**config.mk**
```make
export PLATFORM = sky130hd
export DESIGN_NAME = ptsn_queue
export DESIGN_NICKNAME = d
export VERILOG_FILES = /design/src/design/ptsn_pkg.sv /design/src/design/ptsn_queue.sv
export SDC_FILE = /design/constraint.sdc
export NUM_CORES = 1
export LEC_CHECK = 0
export BUFFER_PORTS_ARGS = -buffer_cell sky130_fd_sc_hd__buf_2
export CAP_MARGIN = 20
export CORE_AREA = 2 2 254 256
export CTS_CLUSTER_DIAMETER = 40
export CTS_CLUSTER_SIZE = 16
export DETAILED_ROUTE_END_ITERATION = 10
export DIE_AREA = 0 0 256 258
export PLACE_DENSITY_LB_ADDON = 0.2
export SKIP_CTS_REPAIR_TIMING = 1
export SLEW_MARGIN = 5
export SYNTH_ARGS = -nofsm -noshare
export SYNTH_HDL_FRONTEND = slang
export SYNTH_SLANG_ARGS = --single-unit
export TNS_END_PERCENT = 1
```
**constraint.sdc**
```tcl
create_clock -name clk -period 29.2 [get_ports clk]
set_clock_uncertainty 0.15 [all_clocks]
set_input_delay 5.84 -clock clk [delete_from_list [all_inputs] [get_ports clk]]
set_output_delay 5.84 -clock clk [all_outputs]
set_load 0.01 [all_outputs]
```
**src/design/ptsn_pkg.sv**
```systemverilog
`default_nettype none
// ----------------------------------------------------------------------------
// ptsn_pkg: shared types and widths for the segment nearest-point block
// Coordinate, product and quotient widths, the status codes and the layout
// of the item that passes from the front end to the back end.
// ----------------------------------------------------------------------------
package ptsn_pkg;

	localparam int CW    = 24;          // coordinate width, signed fixed point
	localparam int TOLW  = CW - 1;      // tolerance register width
	localparam int DW    = CW + 1;      // width of a coordinate difference
	localparam int DENW  = 2 * DW;      // |B-A|^2, unsigned
	localparam int NUMW  = DENW + 1;    // (P-A).(B-A), signed
	localparam int HW    = DENW / 2;    // half of the numerator for the split product
	localparam int TW    = CW + DENW;   // |D| * num
	localparam int NWID  = TW + 1;      // dividend 2*|D|*num + den
	localparam int DVW   = DENW + 1;    // divisor 2*den
	localparam int RW    = CW + 1;      // root width
	localparam int SQW   = 2 * RW;      // squared distance
	localparam int QAW   = 1;           // queue address width
	localparam int QDEPTH = 1 << QAW;
	localparam int QCW   = QAW + 1;

	typedef logic signed [CW-1:0] coord_t;
	typedef coord_t [2:0] vec_t;

	typedef enum logic [1:0] {
		ST_DEGEN    = 2'd0,
		ST_ENDPOINT = 2'd1,
		ST_FOOT     = 2'd2
	} status_t;

	// Item handed from the front end to the back end through the queue.
	typedef struct packed {
		status_t               status;
		vec_t                  base;    // A, B or zero; the foot starts from A
		vec_t                  query;
		logic [2:0]            d_neg;
		logic [2:0][CW-1:0]    d_mag;
		logic [DENW-1:0]       num;
		logic [DENW-1:0]       den;
	} qent_t;

endpackage
`default_nettype wire

```
**src/design/ptsn_queue.sv**
```systemverilog
`default_nettype none
// ----------------------------------------------------------------------------
// ptsn_queue: short queue between front end and back end
// A two-entry register queue that lets either side stall on its own.
// ----------------------------------------------------------------------------
module ptsn_queue import ptsn_pkg::*; (
	input  logic  clk,
	input  logic  arst_n,
	input  qent_t push_data,
	input  logic  push_valid,
	output logic  push_ready,
	output qent_t pop_data,
	output logic  pop_valid,
	input  logic  pop_ready
);

	qent_t            mem_q [QDEPTH];
	logic [QAW-1:0]   wr_q, rd_q;
	logic [QCW-1:0]   count_q;
	logic             push, pop;

	assign push_ready = count_q != QCW'(QDEPTH);
	assign pop_valid  = count_q != '0;
	assign push       = push_valid && push_ready;
	assign pop        = pop_valid && pop_ready;
	assign pop_data   = mem_q[rd_q];

	always_ff @(posedge clk or negedge arst_n) begin
		if (!arst_n) begin
			wr_q    <= '0;
			rd_q    <= '0;
			count_q <= '0;
		end else begin
			if (push) wr_q <= wr_q + 1'b1;
			if (pop) rd_q <= rd_q + 1'b1;
			unique case ({push, pop})
				2'b10:   count_q <= count_q + 1'b1;
				2'b01:   count_q <= count_q - 1'b1;
				default: count_q <= count_q;
			endcase
		end
	end

	always_ff @(posedge clk) begin
		if (push) mem_q[wr_q] <= push_data;
	end

	a_count_bound: assert property (@(posedge clk) disable iff (!arst_n)
		count_q <= QCW'(QDEPTH)) else $error("queue count above depth");
	a_count_up: assert property (@(posedge clk) disable iff (!arst_n)
		push && !pop |=> count_q == $past(count_q) + 1'b1) else $error("push lost");
	a_count_down: assert property (@(posedge clk) disable iff (!arst_n)
		pop && !push |=> count_q == $past(count_q) - 1'b1) else $error("pop lost");
	a_empty_ptr: assert property (@(posedge clk) disable iff (!arst_n)
		count_q == '0 |-> wr_q == rd_q) else $error("pointers disagree when empty");

endmodule
`default_nettype wire

```
=== Yosys cells after proc, flatten, opt, wreduce, memory -nomap -nowiden ===
Memory sizes are Yosys's and may differ from the RTL's.
Index checks and enable logic that the tools add are counted.

* Register bits after elaboration: 4
* Bits in writable memories: 642
* Output and inout port bits: 323
* Memories: 1
* Bits of input ports: 325

{| class="wikitable"
|+ Memories
! memory !! words !! bits a word !! rd ports !! clocked after memory_dff !! wr ports !! RTL line !! source
|-
| mem_q || 2 || 321 || 1 || 0 || 1 || ptsn_queue.sv:17 || <nowiki>qent_t mem_q [QDEPTH];</nowiki>
|}

* Eq/ne operators: 3
* Mux-type cells: 3
* Add/sub/neg operators: 4
* Reduce and logical (&&, ||, !) cells: 4

{| class="wikitable"
|+ Operators by type and width
! kind !! number
|-
| $pmux W2 S2 || 1
|-
| $reduce_bool A2 Y1 || 2
|-
| $add A1 B1 Y1 const B || 2
|-
| $add A2 B1 Y2 const B || 1
|-
| $eq A2 B1 Y1 const B || 1
|-
| $eq A2 B2 Y1 const B || 1
|-
| $logic_and A1 B1 Y1 || 2
|-
| $mux W1 || 2
|-
| $ne A2 B2 Y1 const B || 1
|-
| $sub A2 B1 Y2 const B || 1
|}

=== Logic depth before layout (Yosys ltp) ===
Gate-level depths: netlist (run 1).

* Depth after elaboration: 4
* Depth in mapped cells: 6

=== Worst setup path before layout (run 1) ===
No wires, ideal clock.

* Path type: input to register
* Start: input port push_valid
* End: memory mem_q[0][0] (netlist name) (enable)
* Path buffers: 0
* Setup slack: 8.816 ns
* Stages: 2
* Library setup time: 1.010 ns
* Arrival: 19.224 ns
* Cell sequence: nand2_1 nor2_1

* Longest elaborated chain between the ends: 3

{| class="wikitable"
|+ Ends and longest elaborated chain
! element !! RTL line !! source
|-
| start, declared || ptsn_queue.sv:10 || <nowiki>input logic push_valid,</nowiki>
|-
| $logic_and A1 B1 Y1 || ptsn_queue.sv:24 || <nowiki>assign push = push_valid && push_ready;</nowiki>
|-
| $mux W1 || ptsn_queue.sv:45 || <nowiki>if (push) mem_q[wr_q] <= push_data;</nowiki>
|-
| $mux W1 (implied by the code) || ptsn_queue.sv:45 ||
|-
| end, declared || ptsn_queue.sv:17 ||
|}

No other way between the ends.

==> results.sh, run 1 <==
export IMPL_cp_end_kind="output pin"
export IMPL_relSlewSlack=0.301
export IMPL_grt_pass1_wl_microns=81300
export IMPL_clock_sinks=646
export IMPL_worst_setup_path_type="flop to output pin"
export IMPL_vias=12300
export IMPL_setup_viol=0
export IMPL_grt_pass1_vias=13000
export IMPL_mostFrequentLayoutCell="buf_2"
export IMPL_tritoncts="built"
export IMPL_core_area_sq_um=63600
export IMPL_startpoint_type="flop"
export IMPL_p_per_area_nw_per_um2=108
export IMPL_slew_violations=0
export IMPL_critical_path_required_ns=23.21
export IMPL_nFillCells=5429
export IMPL_grt_use_total=0.165
export IMPL_drtAntennaViolNets=0
export IMPL_drt_wl_total_microns=56800
export IMPL_nets=2061
export IMPL_via_per_inst=4.59
export IMPL_synth_area_per_cell_sq_um=23.2
export IMPL_r2r_cells=6
export IMPL_synth_top_cell_by_area="edfxtp_1"
export IMPL_die_x_microns=256
export IMPL_drive_above_1_share=0.628
export IMPL_path_clk_slew_ns=0.05
export IMPL_hold_path_startpoint="count_q[1]"
export IMPL_rsz0062_at_grt="no"
export IMPL_grt_max_degree=152
export IMPL_netlist_instances=1016
export IMPL_cts_max_level=3
export IMPL_synth_nets=1342
export IMPL_yosysWarnings=0
export IMPL_port_buffers=647
export IMPL_die_area_sq_um=66000
export IMPL_wl_per_cell_microns=21.1
export IMPL_netlist_area_sq_um=23600
export IMPL_area_growth_pct=31.2
export IMPL_utilization=0.487
export IMPL_maxCapViolations=0
export IMPL_route_detailed_drc=0
export IMPL_grt_remaining_overflow=0
export IMPL_seq_area_frac_synth=0.821
export IMPL_die_h_microns=258
export IMPL_irDropWorstVdd_v=0.0000662
export IMPL_final_cells=2685
export IMPL_hpwl_microns=39300
export IMPL_hold_violations=0
export IMPL_grt_antenna_before_repair=24
export IMPL_cts_path_max_buffers=3
export IMPL_ff2ff_setup_slack_ns=24.97
export IMPL_gp_congestion=0.868
export IMPL_r2r_start="count_q[0]"
export IMPL_setup_tns_ns=0
export IMPL_r2r_end="mem_q[0][154]"
export IMPL_fin_crit_sh=0.339
export IMPL_cts_buffers=95
export IMPL_root_buffer="clkbuf_16"
export IMPL_start_util=0.371
export IMPL_ys_types=16
export IMPL_outcome="finished, final reports clean"
export IMPL_fin_crit_ns=9.91
export IMPL_worstHoldEndpoint="count_q[1]"
export IMPL_drtIter0Drc=645
export IMPL_drt_pass1_iter_count=4
export IMPL_clock_latency_ns=0.60
export IMPL_cp_arrival_ns=3.92
export IMPL_power_leakage_nw=11.7
export IMPL_final_cell_mix="buf_2 (647), edfxtp_1 (642), mux2_2 (273)"
export IMPL_dp_cells=2493
export IMPL_fp_row_count=93
export IMPL_synth_seq_cells=646
export IMPL_synth_area_leaders="edfxtp_1 (82%), mux2_2 (13%), mux2_4 (2.5%)"
export IMPL_ioPinCount=648
export IMPL_cp_max_fo=69
export IMPL_crit_start="rd_q"
export IMPL_hold_depth=1
export IMPL_hp_class="flop to flop"
export IMPL_fmax_ghz=0.101
export IMPL_worst_pin_slew_ns=1.05
export IMPL_synth_top_area_frac=0.817
-- registers in the layout (all words and copies together), names as in the netlist --
name	flops
count_q	2
rd_q	1
mem_q	642
wr_q	1
-- report_power, final --
part           total (mW)  switching, mW  internal (mW)
clock                1.14          0.432          0.704
combinational       0.885          0.500          0.386
sequential           1.33         0.0575           1.27
-- routing by layer --
layer | part of all wire | GRT usage
met1 | 0.35 | 0.172
met2 | 0.54 | 0.299
met3 | 0.079 | 0.0619
met4 | 0.028 | 0.0692
met5 | 0.0020 | 0
-- synth_stat cells, drive strengths merged --
library cell,n
xnor2,3
xor2,2
dfrtp,4
nor2,2
mux2,321
and2,1
buf,36
edfxtp,642
nand2,1
ha,1
or2,1
and3,1
nand2b,1
-- how the worst max path moves through the flow --
stage | end | slack [ns]
2_1_floorplan | mem_q[0][0] | 8.82
3_3_place_gp | mem_q[0][154] | 19.57
3_5_place_dp | mem_q[0][202] | 19.54
4_1_cts | pop_data[92] | 19.17
5_1_grt | pop_data[102] | 19.02
6_report | pop_data[102] | 19.29
-- through the flow --
| stage | setup slack, ns | instance area (sq um) | hold WS [ns] | power, mW |
|---|---|---|---|---|
| after floorplan | 8.82 | 23600 | 0.306 | 2.01 |
| after global placement | 19.57 | 27700 | 0.327 | 2.25 |
| after detailed placement | 19.54 | 27700 | 0.330 | 2.25 |
| after CTS | 19.17 | 30900 | 0.347 | 3.41 |
| after global routing | 19.02 | 31000 | 0.354 | 3.50 |
| final | 19.29 | 31000 | 0.343 | 3.35 |
-- final cells by class --
type | instances | area (sq um) | share of cell area
antenna | 14 | 35.0 | 0.00113
clock buffer | 101 | 2420 | 0.0782
clock inverter | 77 | 856 | 0.0276
multi-input combinational | 334 | 3870 | 0.125
sequential | 646 | 19400 | 0.626
tap | 855 | 1070 | 0.0345
timing repair buffer | 658 | 3350 | 0.108
-- cell families after synthesis --
kind of cell               share of synthesized area
xor gates and xnor gates                     0.00186
adders and majority gates                   0.000530
buffers and inverters                         0.0158
DFF                                            0.821
muxes                                          0.159
and+or+nand+nor                              0.00154
-- worst max-delay path, stage by stage, from the launching register on --
cell     delay (ns)
dfrtp_4        0.90
buf_4          0.89
buf_4          0.81
mux2_2         0.42
buf_2          0.14
(Power assumes the default switching activity.)
==> run 2, diff against run 1 <==
- clock period: 29.2 -> 9.4 ns (I/O delays scaled with it)
==> run 2 against run 1 <==
  * The run now ends with slew limit left
  * Count of clock-buffer cells in the layout up 5
  * Critical endpoint is now pop_data[203]
  * Design area shrank 0.15%
  * Hold slack better by 0.0028 ns
  * Non-clock buffer count shrank 3
  * Wire length fell by 0.81%
  * Highest routed layer unchanged
  * Via count down 0.11%
==> results.sh, run 2 (same netlist as run 1, synthesis figures left out) <==
export IMPL_final_cells=2689
export IMPL_irDropWorstVdd_v=0.000240
export IMPL_tritoncts="built"
export IMPL_die_h_microns=258
export IMPL_setup_viol=0
export IMPL_final_cell_mix="buf_2 (647), edfxtp_1 (642), mux2_2 (273)"
export IMPL_grt_use_met2=0.289
export IMPL_dp_cells=2490
export IMPL_clock_sinks=646
export IMPL_top_regs="mem_q: 642 flops, count_q: 2 flops"
export IMPL_cp_max_fo=176
export IMPL_root_buffer="clkbuf_16"
export IMPL_setup_ws_ns=4.12
export IMPL_critical_path_required_ns=7.37
export IMPL_grt_antenna_before_repair=30
export IMPL_cp_cell_sequence="buf_12 > mux2_2 > buf_2"
export IMPL_largest_reg_flops=642
export IMPL_holdWs_ns=0.346
export IMPL_hp_class="flop to flop"
export IMPL_grt_pass1_wl_microns=80900
export IMPL_hpwl_microns=37900
export IMPL_die_x_microns=256
export IMPL_violations="slew limit"
export IMPL_ioPinCount=648
export IMPL_fin_crit_sh=0.562
export IMPL_worst_path_buf_inv=2
export IMPL_core_area_sq_um=63600
export IMPL_slew_violations=10
export IMPL_drtAntennaViolNets=0
export IMPL_place_ws_ns=4.83
export IMPL_fin_crit_ns=5.28
export IMPL_drt_pass1_iter_count=5
export IMPL_gp_congestion=0.793
export IMPL_port_buffers=647
export IMPL_drive_above_1_share=0.624
export IMPL_grt_busiest_layer="met2"
export IMPL_path_clk_slew_ns=0.05
export IMPL_route_detailed_drc=0
export IMPL_fmax_ghz=0.189
export IMPL_cts_path_max_buffers=3
export IMPL_relSlewSlack=-0.00209
export IMPL_grt_use_met1=0.176
export IMPL_nFillCells=5466
export IMPL_outcome="complete, but fails checks"
export IMPL_grt_max_degree=177
export IMPL_p_per_area_nw_per_um2=336
export IMPL_worst_pin_slew_ns=1.50
export IMPL_cpLargestDelayFamily="flip-flops"
export IMPL_start_util=0.371
export IMPL_regMostFlops="mem_q"
export IMPL_seqCellArea_sq_um=19400
export IMPL_nets=2060
export IMPL_die_area_sq_um=66000
export IMPL_grt_use_total=0.165
export IMPL_maxCapViolations=0
export IMPL_cp_end_kind="output pin"
export IMPL_mostFrequentLayoutCell="buf_2"
export IMPL_hold_violations=0
export IMPL_via_per_inst=4.58
export IMPL_clock_latency_ns=0.62
export IMPL_setup_tns_ns=0
export IMPL_fp_row_count=93
export IMPL_area_growth_pct=31.0
export IMPL_grt_remaining_overflow=0
export IMPL_multiInputGateArea_sq_um=3870
export IMPL_drtIter0Drc=619
export IMPL_cts_max_level=3
export IMPL_worst_setup_path_type="flop to output pin"
export IMPL_rsz0062_at_grt="no"
export IMPL_vias=12300
export IMPL_wl_per_cell_microns=20.9
export IMPL_startpoint_type="flop"
export IMPL_drt_wl_total_microns=56300
export IMPL_met3_usage=0.0583
export IMPL_slowest_stage="dfrtp_4"
export IMPL_cpPeakStageDelay_ns=0.93
export IMPL_power_leakage_nw=11.6
export IMPL_cp_arrival_ns=3.25
export IMPL_cts_buffers=97
export IMPL_grt_pass1_vias=12900
==> run 2: changes by cell type in the layout (fill, tap and decap cells not counted), sizes merged <==
cell / delta
clkinv: -1
diode: +3
inv: +1
clkbuf: +5
buf: -3
clkinvlp: +1
bufinv: -2
==> run 2: cell type report <==
type                            instances  area share
Antenna cell                           17     0.00138
Clock buffer                          106      0.0802
Timing Repair Buffer                  655       0.108
Tap cell                              855      0.0346
Clock inverter                         76      0.0239
Multi-Input combinational cell        334       0.125
Sequential cell                       646       0.627
==> run 2: per-layer routing <==
layer  vias to the layer above  share of wire
li1                       5613              -
met1                      6115           0.36
met2                       431           0.53
met3                       128          0.075
met4                        24          0.036
met5                         -         0.0026
==> run 2: path summary, 6_finish.rpt <==
path | cells after the start | start | slack [ns] | endpoint
worst max-delay path | 3 | rd_q | 4.12 | pop_data[203]
worst min-delay path | 1 | count_q[1] | 0.35 | count_q[1]
worst max register to register | 5 | count_q[0] | 6.24 | mem_q[0][209]
worst min register to register | 1 | count_q[1] | 0.35 | count_q[1]
max in group asynchronous | 1 | arst_n | 8.03 | rd_q
min in group asynchronous | 1 | arst_n | 0.92 | count_q[1]
==> run 2: metrics by stage <==
stage	total power, mW	area [sq um]	util
floorplan	6.09	23600	-
global placement	6.99	27700	0.435
detailed placement	7.01	27700	0.435
CTS	10.5	30900	0.485
global route	10.8	30900	0.486
finish	10.4	30900	0.486
==> run 2: where the power goes <==
group | switching, mW | leakage (nW) | internal, mW
Sequential | 0.173 | 6.01 | 3.95
Clock | 1.33 | 1.55 | 2.16
Combinational | 1.56 | 4.07 | 1.22
==> run 2: worst reg2reg max path, stage by stage (launching register included) <==
cell and delay [ns]:
dfrtp_1 0.41, nand2b_1 0.19, nand2_1 0.16, nor2_4 0.14
buf_12 0.51, buf_12 1.01
